$ cat src/rtl/core/bra_pkg.sv
// ----------------------------------------------------------------------------
// bra_pkg: shared types and constants of the batched release tracker
// Entry status codes, item opcodes, register indexes and sizing constants.
// ----------------------------------------------------------------------------
package bra_pkg;

	localparam int NUM_ENTRIES = 64;
	localparam int IDX_W       = 6;
	localparam int CNT_W       = 7;
	localparam int DELAY_W     = 32;
	localparam int DECAY_W     = 5;
	localparam int CFG_IDX_W   = 2;
	localparam int CFG_DATA_W  = 32;

	localparam logic [CNT_W-1:0] DIV_CAP   = 7'd127;
	localparam logic [CNT_W-1:0] TRACK_MAX = CNT_W'(NUM_ENTRIES);

	typedef enum logic [1:0] {
		ST_IN_USE     = 2'd0,
		ST_PENDING    = 2'd1,
		ST_RELEASABLE = 2'd2,
		ST_RELEASED   = 2'd3
	} status_t;

	typedef enum logic [1:0] {
		OP_TICK     = 2'd0,
		OP_FINISHED = 2'd1,
		OP_RELEASED = 2'd2,
		OP_CLOSE    = 2'd3
	} op_t;

	typedef enum logic [CFG_IDX_W-1:0] {
		CFG_ENTRIES = 2'd0,
		CFG_DECAY   = 2'd1,
		CFG_DELAY   = 2'd2,
		CFG_COORD   = 2'd3
	} cfg_idx_t;

	typedef enum logic [1:0] {
		S_IDLE   = 2'd0,
		S_LOOKUP = 2'd1,
		S_SCAN   = 2'd2
	} state_t;

	typedef struct packed {
		logic             push;
		logic             flush;
		logic [IDX_W-1:0] entry;
		logic             kind;
	} emit_req_t;

endpackage

$ cat src/rtl/core/bra_stat_mem.sv
// ----------------------------------------------------------------------------
// bra_stat_mem: entry status memory
// One write port and one registered read port; entries never written since
// the last clear read back as in use.
// ----------------------------------------------------------------------------
module bra_stat_mem
	import bra_pkg::*;
(
	input  logic             clk,
	input  logic             arst_n,
	input  logic             clear,
	input  logic             we,
	input  logic [IDX_W-1:0] waddr,
	input  status_t          wdata,
	input  logic [IDX_W-1:0] raddr,
	output status_t          rdata
);

	status_t                mem [NUM_ENTRIES];
	logic [NUM_ENTRIES-1:0] valid_q;
	status_t                rdata_q;
	logic                   rvld_q;

	always_ff @(posedge clk) begin
		if (we) begin
			mem[waddr] <= wdata;
		end
		rdata_q <= mem[raddr];
	end

	always_ff @(posedge clk or negedge arst_n) begin
		if (!arst_n) begin
			valid_q <= '0;
			rvld_q  <= 1'b0;
		end else begin
			rvld_q <= valid_q[raddr];
			if (clear) begin
				valid_q <= '0;
			end else if (we) begin
				valid_q[waddr] <= 1'b1;
			end
		end
	end

	assign rdata = rvld_q ? rdata_q : ST_IN_USE;

endmodule

$ cat src/rtl/core/bra_emit.sv
// ----------------------------------------------------------------------------
// bra_emit: list output stage
// Holds the latest list member back by one so that the final member can be
// marked when the scan ends; results leave through registers.
// ----------------------------------------------------------------------------
module bra_emit
	import bra_pkg::*;
(
	input  logic             clk,
	input  logic             arst_n,
	input  emit_req_t        req,
	output logic             strobe,
	output logic [IDX_W-1:0] out_entry,
	output logic             list_kind,
	output logic             last_of_list
);

	logic             hold_v_q;
	logic [IDX_W-1:0] hold_entry_q;
	logic             hold_kind_q;
	logic             strobe_q;
	logic [IDX_W-1:0] entry_q;
	logic             kind_q;
	logic             last_q;

	always_ff @(posedge clk or negedge arst_n) begin
		if (!arst_n) begin
			hold_v_q <= 1'b0;
			strobe_q <= 1'b0;
		end else begin
			strobe_q <= hold_v_q && (req.push || req.flush);
			if (req.push) begin
				hold_v_q <= 1'b1;
			end else if (req.flush) begin
				hold_v_q <= 1'b0;
			end
		end
	end

	always_ff @(posedge clk) begin
		entry_q <= hold_entry_q;
		kind_q  <= hold_kind_q;
		last_q  <= !req.push;
		if (req.push) begin
			hold_entry_q <= req.entry;
			hold_kind_q  <= req.kind;
		end
	end

	assign strobe       = strobe_q;
	assign out_entry    = entry_q;
	assign list_kind    = kind_q;
	assign last_of_list = last_q;

endmodule

$ cat src/rtl/core/batched_release_tracker.sv
// ----------------------------------------------------------------------------
// batched_release_tracker: worker entry release tracker
// Tracks each entry as in use, pending, releasable or released, fires batch
// releases and lists in-use and pending entries at close.
// ----------------------------------------------------------------------------
// Timing: a tick leaves busy low; finished items on an open tracker and released
// items that name a tracked entry raise busy for the lookup after the transfer.
// A close, or a finished item that fires a batch, sweeps one entry per cycle with
// busy high (a batch after its lookup); the last result strobes in the cycle busy
// falls. The receiver cannot stall results.
// Reset (arst_n low) brings all entries in use with the register defaults.
// ----------------------------------------------------------------------------
module batched_release_tracker
	import bra_pkg::*;
(
	input  logic                  clk,
	input  logic                  arst_n,
	input  logic                  start,
	output logic                  busy,
	input  logic [1:0]            opcode,
	input  logic [IDX_W-1:0]      entry_index,
	input  logic                  cfg_we,
	input  logic [CFG_IDX_W-1:0]  cfg_index,
	input  logic [CFG_DATA_W-1:0] cfg_wdata,
	output logic                  result_strobe,
	output logic [IDX_W-1:0]      out_entry,
	output logic                  list_kind,
	output logic                  last_of_list
);

	// Configuration registers.
	logic [CNT_W-1:0]   ent_cfg_q;
	logic [DECAY_W-1:0] decay_q;
	logic [DELAY_W-1:0] delay_q;
	logic [IDX_W-1:0]   coord_q;

	// Tracker state.
	state_t             state_q, state_d;
	op_t                op_q;
	logic [IDX_W-1:0]   idx_q;
	logic               kind_q;
	logic [CNT_W-1:0]   scan_q;
	logic               rvalid_s1;
	logic [IDX_W-1:0]   raddr_s1;
	logic [CNT_W-1:0]   in_use_q;
	logic [CNT_W-1:0]   pend_q;
	logic [DELAY_W-1:0] elapsed_q;
	logic [CNT_W-1:0]   div_q;
	logic               coord_gone_q;
	logic               closed_q;

	// Memory and output stage connections.
	logic               mem_we;
	logic [IDX_W-1:0]   mem_waddr;
	status_t            mem_wdata;
	logic [IDX_W-1:0]   mem_raddr;
	status_t            rstat;
	emit_req_t          req;

	// Decision terms.
	logic               accept;
	op_t                op_in;
	logic [CNT_W-1:0]   tracked;
	logic               idx_ok;
	logic               restart;
	logic [CNT_W-1:0]   new_ent;
	logic [CNT_W-1:0]   new_tracked;
	logic [DECAY_W-1:0] new_decay;
	logic [CNT_W-1:0]   in_use_dec;
	logic               last_coord;
	logic               timed;
	logic [CNT_W-1:0]   div_eff;
	logic [CNT_W:0]     pend_p2;
	logic [2*CNT_W:0]   thr_prod;
	logic               enough;
	logic [CNT_W+DECAY_W-1:0] decay_prod;
	logic [CNT_W-1:0]   div_next;
	logic               lookup_finish;
	logic               fire;
	logic               scan_issue;
	logic               scan_done;
	logic               scan_match;

	assign busy   = (state_q != S_IDLE);
	assign accept = start && !busy;
	assign op_in  = op_t'(opcode);

	// The number of tracked entries is the entry register limited to the table.
	assign tracked = (ent_cfg_q > TRACK_MAX) ? TRACK_MAX : ent_cfg_q;
	assign idx_ok  = {1'b0, entry_index} < tracked;

	// Writing the entry count or the decay factor starts a fresh tracker, built
	// from the register values being written in the same cycle.
	assign restart     = cfg_we && ((cfg_index == CFG_ENTRIES) || (cfg_index == CFG_DECAY));
	assign new_ent     = (cfg_index == CFG_ENTRIES) ? cfg_wdata[CNT_W-1:0] : ent_cfg_q;
	assign new_decay   = (cfg_index == CFG_DECAY) ? cfg_wdata[DECAY_W-1:0] : decay_q;
	assign new_tracked = (new_ent > TRACK_MAX) ? TRACK_MAX : new_ent;

	// Batch trigger, evaluated when a finished entry turns pending. The
	// threshold test pending >= max(tracked / div, 1) is rewritten without a
	// divider: with at least one pending entry it holds exactly when
	// tracked < (pending + 1) * div, where pending already counts this entry.
	assign in_use_dec = in_use_q - 1'b1;
	assign last_coord = !coord_gone_q && (in_use_dec == CNT_W'(1));
	assign timed      = elapsed_q > delay_q;
	assign div_eff    = (div_q == '0) ? CNT_W'(1) : div_q;
	assign pend_p2    = {1'b0, pend_q} + (CNT_W+1)'(2);
	assign thr_prod   = {{CNT_W{1'b0}}, pend_p2} * {{(CNT_W+1){1'b0}}, div_eff};
	assign enough     = {{(CNT_W+1){1'b0}}, tracked} < thr_prod;
	assign decay_prod = {{DECAY_W{1'b0}}, div_q} * {{CNT_W{1'b0}}, decay_q};
	assign div_next   = (decay_prod > {{DECAY_W{1'b0}}, DIV_CAP}) ? DIV_CAP
	                    : decay_prod[CNT_W-1:0];

	assign lookup_finish = (op_q == OP_FINISHED) && (rstat == ST_IN_USE);
	assign fire          = lookup_finish && (last_coord || (timed && enough));

	// Sweep: one read issued per cycle, its status comes back the next cycle.
	assign scan_issue = scan_q < tracked;
	assign scan_done  = !scan_issue && !rvalid_s1;
	assign scan_match = kind_q ? ((rstat == ST_IN_USE) || (rstat == ST_PENDING))
	                           : (rstat == ST_PENDING);

	// Next state.
	always_comb begin
		state_d = state_q;
		case (state_q)
			S_IDLE: begin
				if (accept) begin
					case (op_in)
						OP_FINISHED: if (idx_ok && !closed_q) state_d = S_LOOKUP;
						OP_RELEASED: if (idx_ok) state_d = S_LOOKUP;
						OP_CLOSE:    if (tracked != '0) state_d = S_SCAN;
						default:     state_d = S_IDLE;
					endcase
				end
			end
			S_LOOKUP: begin
				state_d = fire ? S_SCAN : S_IDLE;
			end
			S_SCAN: begin
				if (scan_done) state_d = S_IDLE;
			end
			default: state_d = S_IDLE;
		endcase
	end

	// Memory port and output stage control.
	always_comb begin
		mem_we    = 1'b0;
		mem_waddr = idx_q;
		mem_wdata = ST_PENDING;
		mem_raddr = entry_index;
		req       = '0;
		req.entry = raddr_s1;
		req.kind  = kind_q;
		case (state_q)
			S_IDLE: begin
				mem_raddr = entry_index;
			end
			S_LOOKUP: begin
				if (op_q == OP_RELEASED) begin
					mem_we    = 1'b1;
					mem_wdata = ST_RELEASED;
				end else if (lookup_finish) begin
					mem_we    = 1'b1;
					mem_wdata = ST_PENDING;
				end
			end
			S_SCAN: begin
				mem_raddr = scan_q[IDX_W-1:0];
				if (rvalid_s1 && scan_match) begin
					req.push = 1'b1;
					// Batch members become releasable as they are listed.
					if (!kind_q) begin
						mem_we    = 1'b1;
						mem_waddr = raddr_s1;
						mem_wdata = ST_RELEASABLE;
					end
				end
				req.flush = scan_done;
			end
			default: begin
				mem_raddr = entry_index;
			end
		endcase
	end

	always_ff @(posedge clk or negedge arst_n) begin
		if (!arst_n) begin
			state_q      <= S_IDLE;
			ent_cfg_q    <= TRACK_MAX;
			decay_q      <= DECAY_W'(2);
			delay_q      <= DELAY_W'(1000);
			coord_q      <= '0;
			in_use_q     <= TRACK_MAX;
			pend_q       <= '0;
			elapsed_q    <= '0;
			div_q        <= CNT_W'(2);
			coord_gone_q <= 1'b0;
			closed_q     <= 1'b0;
			rvalid_s1    <= 1'b0;
			scan_q       <= '0;
		end else begin
			state_q   <= state_d;
			rvalid_s1 <= (state_q == S_SCAN) && scan_issue;

			if (cfg_we) begin
				case (cfg_index)
					CFG_ENTRIES: ent_cfg_q <= cfg_wdata[CNT_W-1:0];
					CFG_DECAY:   decay_q   <= cfg_wdata[DECAY_W-1:0];
					CFG_DELAY:   delay_q   <= cfg_wdata[DELAY_W-1:0];
					CFG_COORD:   coord_q   <= cfg_wdata[IDX_W-1:0];
					default:     ;
				endcase
			end

			if (restart) begin
				in_use_q     <= new_tracked;
				pend_q       <= '0;
				elapsed_q    <= '0;
				div_q        <= {{(CNT_W-DECAY_W){1'b0}}, new_decay};
				coord_gone_q <= 1'b0;
				closed_q     <= 1'b0;
			end else begin
				case (state_q)
					S_IDLE: begin
						scan_q <= '0;
						if (accept) begin
							if ((op_in == OP_TICK) && (elapsed_q != '1)) begin
								elapsed_q <= elapsed_q + 1'b1;
							end
							if (op_in == OP_CLOSE) begin
								closed_q <= 1'b1;
							end
						end
					end
					S_LOOKUP: begin
						scan_q <= '0;
						if (op_q == OP_RELEASED) begin
							if (rstat == ST_IN_USE) begin
								in_use_q <= in_use_dec;
							end else if (rstat == ST_PENDING) begin
								pend_q <= pend_q - 1'b1;
							end
							if (idx_q == coord_q) begin
								coord_gone_q <= 1'b1;
							end
						end else if (lookup_finish) begin
							in_use_q <= in_use_dec;
							if (fire) begin
								pend_q    <= '0;
								elapsed_q <= '0;
								div_q     <= div_next;
							end else begin
								pend_q <= pend_q + 1'b1;
							end
						end
					end
					S_SCAN: begin
						if (scan_issue) begin
							scan_q <= scan_q + 1'b1;
						end
					end
					default: ;
				endcase
			end
		end
	end

	// Item and sweep payload registers.
	always_ff @(posedge clk) begin
		raddr_s1 <= scan_q[IDX_W-1:0];
		if (accept) begin
			op_q  <= op_in;
			idx_q <= entry_index;
		end
		if (state_q == S_IDLE) begin
			kind_q <= 1'b1;
		end else if (state_q == S_LOOKUP) begin
			kind_q <= 1'b0;
		end
	end

	bra_stat_mem u_stat_mem (
		.clk    (clk),
		.arst_n (arst_n),
		.clear  (restart),
		.we     (mem_we),
		.waddr  (mem_waddr),
		.wdata  (mem_wdata),
		.raddr  (mem_raddr),
		.rdata  (rstat)
	);

	bra_emit u_emit (
		.clk          (clk),
		.arst_n       (arst_n),
		.req          (req),
		.strobe       (result_strobe),
		.out_entry    (out_entry),
		.list_kind    (list_kind),
		.last_of_list (last_of_list)
	);

endmodule
$ cat config.mk
export PLATFORM = sky130hd
export DESIGN_NAME = batched_release_tracker
export DESIGN_NICKNAME = d
export VERILOG_FILES = /design/src/rtl/core/bra_pkg.sv /design/src/rtl/core/bra_stat_mem.sv /design/src/rtl/core/bra_emit.sv /design/src/rtl/core/batched_release_tracker.sv
export SDC_FILE = /design/constraint.sdc
export NUM_CORES = 1
export LEC_CHECK = 0
export ABC_AREA = 0
export BUFFER_PORTS_ARGS = -buffer_cell sky130_fd_sc_hd__buf_2
export CAP_MARGIN = 40
export CORE_AREA = 5 5 260 160
export CTS_BUF_LIST = sky130_fd_sc_hd__clkbuf_4 sky130_fd_sc_hd__clkbuf_8
export CTS_CLUSTER_SIZE = 14
export DETAILED_ROUTE_END_ITERATION = 6
export DIE_AREA = 0 0 265 165
export PLACE_DENSITY = 0.7
export SYNTH_ARGS = -nofsm -noshare
export SYNTH_HDL_FRONTEND = slang
export SYNTH_SLANG_ARGS = --single-unit
$ cat constraint.sdc
create_clock -name clk -period 6.7 [get_ports clk]
set_input_delay 1.675 -clock clk [delete_from_list [all_inputs] [get_ports clk]]
set_output_delay 1.675 -clock clk [all_outputs]
set_load 0.03 [all_outputs]
==> impl_metrics.yaml <==
critical_path:
  worstSetupStartpoint: "pend_q[1]"
  reg2reg_slack_ns: 0.32
  r2r_end: "div_q[0]"
  crit_path_start_kind: "register"
  reg2reg_from: "pend_q[1]"
  worstSetupPathType: "reg -> reg"
  path_max_fanout: 16
  r2r_cells: 23
  critical_path_required_ns: 7.19
  cp_data_arrival_time_ns: 6.87
  end_kind: "register"
  worstSetupEndpoint: "div_q[0]"
timing:
  fin_crit_sh_pct: 95.2
  skew_ns: 0.0446
  fin_crit_ns: 6.38
  slew_viol_final: 0
  setup_tns_ns: 0
  rsz0062_at_grt: "no"
  hold_violations: 0
  worst_slack_ns: 0.325
  fmax_ghz: 0.157
  setup_violations: 0
  worst-slew-pin-transition_ns: 0.927
  max_slew_margin_pct: 37.3
hold_path:
  hold_class: "reg -> reg"
clocking:
  path_clk_slew_ns: 0.07
  cts_buffer_depth: 3
  clock-sinks: 342
  h-tree-depth: 2
  clk_latency_ns: 0.63
  cts_made_buffers: 51
  root_buffer: "clkbuf_8"
  cts_tree: "done"
logic_synthesis:
  synth_warnings: 0
  synth_top_cell_by_area: "dfrtp_1"
  async_reset_ff_share_pct: 53.2
  ys_seq_area_share_pct: 47.9
  synth_edf_count: 143
  synth_top_area_share_pct: 22.4
  netlist_area_sq_mm: 0.0192
  yosys-top-cells-area: "dfrtp_1 (22%), edfxtp_1 (22%), ha_1 (7.8%)"
  postSynthNetCount: 1897
  ys_types: 72
  synthCells: 1687
  avgSynthCellArea_sq_um: 11.4
  synth_seq_cells: 342
  synthFlopType: "dfrtp_1"
die:
  ios: 56
  die_x_um: 265
  start_util_pct: 49.5
  die_y_um: 165
  die-area_sq_mm: 0.0437
  core-area_sq_mm: 0.0388
  row_count: 56
power:
  p_sw_mw: 2.49
  power_frac_seq_pct: 38.6
  p_total_mw: 6.90
  leakage_nw: 8.96
  internal_power_mw: 4.41
  power_density_mw_per_mm2: 323
  peakVddDrop_mv: 0.169
  combPwrFrac_pct: 35.1
  p_clk_share_pct: 26.2
  swShare_pct: 36.1
route:
  post_drt_wl_per_cell_um: 20.6
  drtAntennaViolNets: 0
  drt-total-wl_mm: 48.0
  vias: 13763
  vias_per_cell: 5.91
  dr.pass1.iters: 5
  drc: 0
  drt_iter0_markers: 1597
placement:
  placement.io_buffers: 55
  dp_hpwl_mm: 33.9
  dpl_worst_slack_ns: 0.296
  place.gp.congestion: 0.894
finish:
  multi_input_area_sq_mm: 0.00935
  nets: 1972
  drive_above_1_share_pct: 17.9
  syn_to_final_growth_pct: 11.4
  num-fill-cells: 3306
  fin_util_pct: 55.1
  final_cell_mix: "dfrtp_1 (171), nand2_1 (157), edfxtp_1 (143)"
  layout_commonest_cell: "dfrtp_1"
  register_area_sq_mm: 0.00920
grt:
  grt_pass1_wl_mm: 76.5
  grt_pass1_vias: 13480
  grt_overflow: 0
  antenna_found_initial: 4
  track_usage_pct: 22.0
  grt_max_degree: 86
run:
  maxCapViolCount: 0
status:
  outcome: "finished clean"
==> metrics by stage <==
step           area [sq um]  hold WS, ns  instances
4_1_cts               21400        0.331       2325
2_1_floorplan         19200        0.323       1687
3_5_place_dp          20300        0.328       2230
5_1_grt               21400        0.328       2328
3_3_place_gp          20100        0.331       2222
6_report              21400        0.332       2328
==> worst min path at each step <==
stage,startpoint,to,slack (ns),depth (start not counted)
finish,u_emit.hold_entry_q[1],u_emit.out_entry[1],0.33,0
global route,u_emit.hold_entry_q[1],u_emit.out_entry[1],0.33,0
CTS,u_emit.hold_entry_q[1],u_emit.out_entry[1],0.33,0
detailed placement,u_emit.hold_entry_q[3],u_emit.out_entry[3],0.33,0
global placement,u_emit.hold_entry_q[0],u_emit.out_entry[0],0.33,0
floorplan,u_emit.hold_kind_q,u_emit.list_kind,0.32,0
==> synthesized netlist by cell type, types with 6 or more instances <==
cell type and n:
o2bb2ai_1 27, o21a_1 77, nand3_1 38, buf_1 6
a21o_1 10, nor3_1 43, a21oi_1 79, dfstp_2 10
nor4_1 6, o21ai_0 43, nor2b_1 17, nor2_1 115
inv_1 115, dfxtp_1 17, a211oi_1 23, a31oi_1 14
nand3b_1 7, clkbuf_1 55, nand2b_1 15, ha_1 120
and2_1 59, nand4_1 15, o211ai_1 10, mux2_2 57
dfrtp_1 172, nand2_1 157, fa_1 44, edfxtp_1 143
and4_1 7, mux2i_1 12, mux4_2 48, xor2_1 13
xnor2_1 20, o31ai_1 6
==> worst max-delay path, stage by stage, from the launching register on <==
cell,delay (ns)
dfrtp_2,0.47
ha_1,0.27
xor2_1,0.23
and2_1,0.24
fa_1,0.55
inv_1,0.05
fa_1,0.49
inv_1,0.06
fa_1,0.53
inv_1,0.05
fa_1,0.53
inv_1,0.04
ha_1,0.34
xor2_1,0.18
ha_1,0.31
and4_1,0.23
nand3_1,0.08
a31oi_1,0.18
o32ai_1,0.12
a2111oi_0,0.29
a31oi_1,0.16
buf_4,0.23
and2_2,0.28
a311o_1,0.32
==> state kept, by name, indices dropped and copies added, names as in the netlist, 2 cells and up <==
name,cells
u_stat_mem.rdata_q,2
idx_q,6
state_q,2
pend_q,7
decay_q,5
u_emit.out_entry,6
coord_q,6
u_stat_mem.valid_q,64
scan_q,7
op_q,2
elapsed_q,32
u_stat_mem.mem,128
div_q,7
in_use_q,7
delay_q,32
u_emit.hold_entry_q,6
raddr_s1,6
ent_cfg_q,7
==> power by group through the flow <==
stage,sequential (mW),clock (mW),combinational [mW]
after global placement,2.69,0,2.26
after detailed placement,2.70,0,2.39
final,2.67,1.81,2.43
after CTS,2.66,1.85,2.41
after floorplan,2.63,0,1.72
after global routing,2.69,1.94,2.73
==> cell families after synthesis <==
| logic type | synth area share [%] |
|---|---|
| muxes | 9.59 |
| and+or+nand+nor | 12.8 |
| buffers and inverters | 3.76 |
| AOI/OAI and AO/OA | 12.1 |
| xor gates and xnor gates | 1.50 |
| DFF | 47.9 |
| adders and majority gates | 12.4 |
==> area by class of cell <==
| class | count | area share, % |
|---|---|---|
| tap | 522 | 3.05 |
| clock buffer | 83 | 4.55 |
| multi-input combinational | 1159 | 43.7 |
| clock inverter | 12 | 0.485 |
| sequential | 342 | 43.0 |
| timing repair buffer | 91 | 3.15 |
| inverter | 117 | 2.05 |
| antenna | 2 | 0.0234 |
==> layer usage <==
metal / GRT usage (%) / up-vias / routed length (um)
li1: - / 6266 / -
met4: 5.01 / 2 / 939
met1: 35.0 / 6794 / 22600
met5: 0 / - / 13
met2: 30.8 / 618 / 19700
met3: 4.85 / 83 / 4770
==> what timing repair did <==
item,in CTS,in global routing
gates resized for setup,0,3
hold buffers,0,0
setup buffers,0,0
setup endpoints to repair,0,2
No activity file was read; power rests on OpenSTA's default activity.
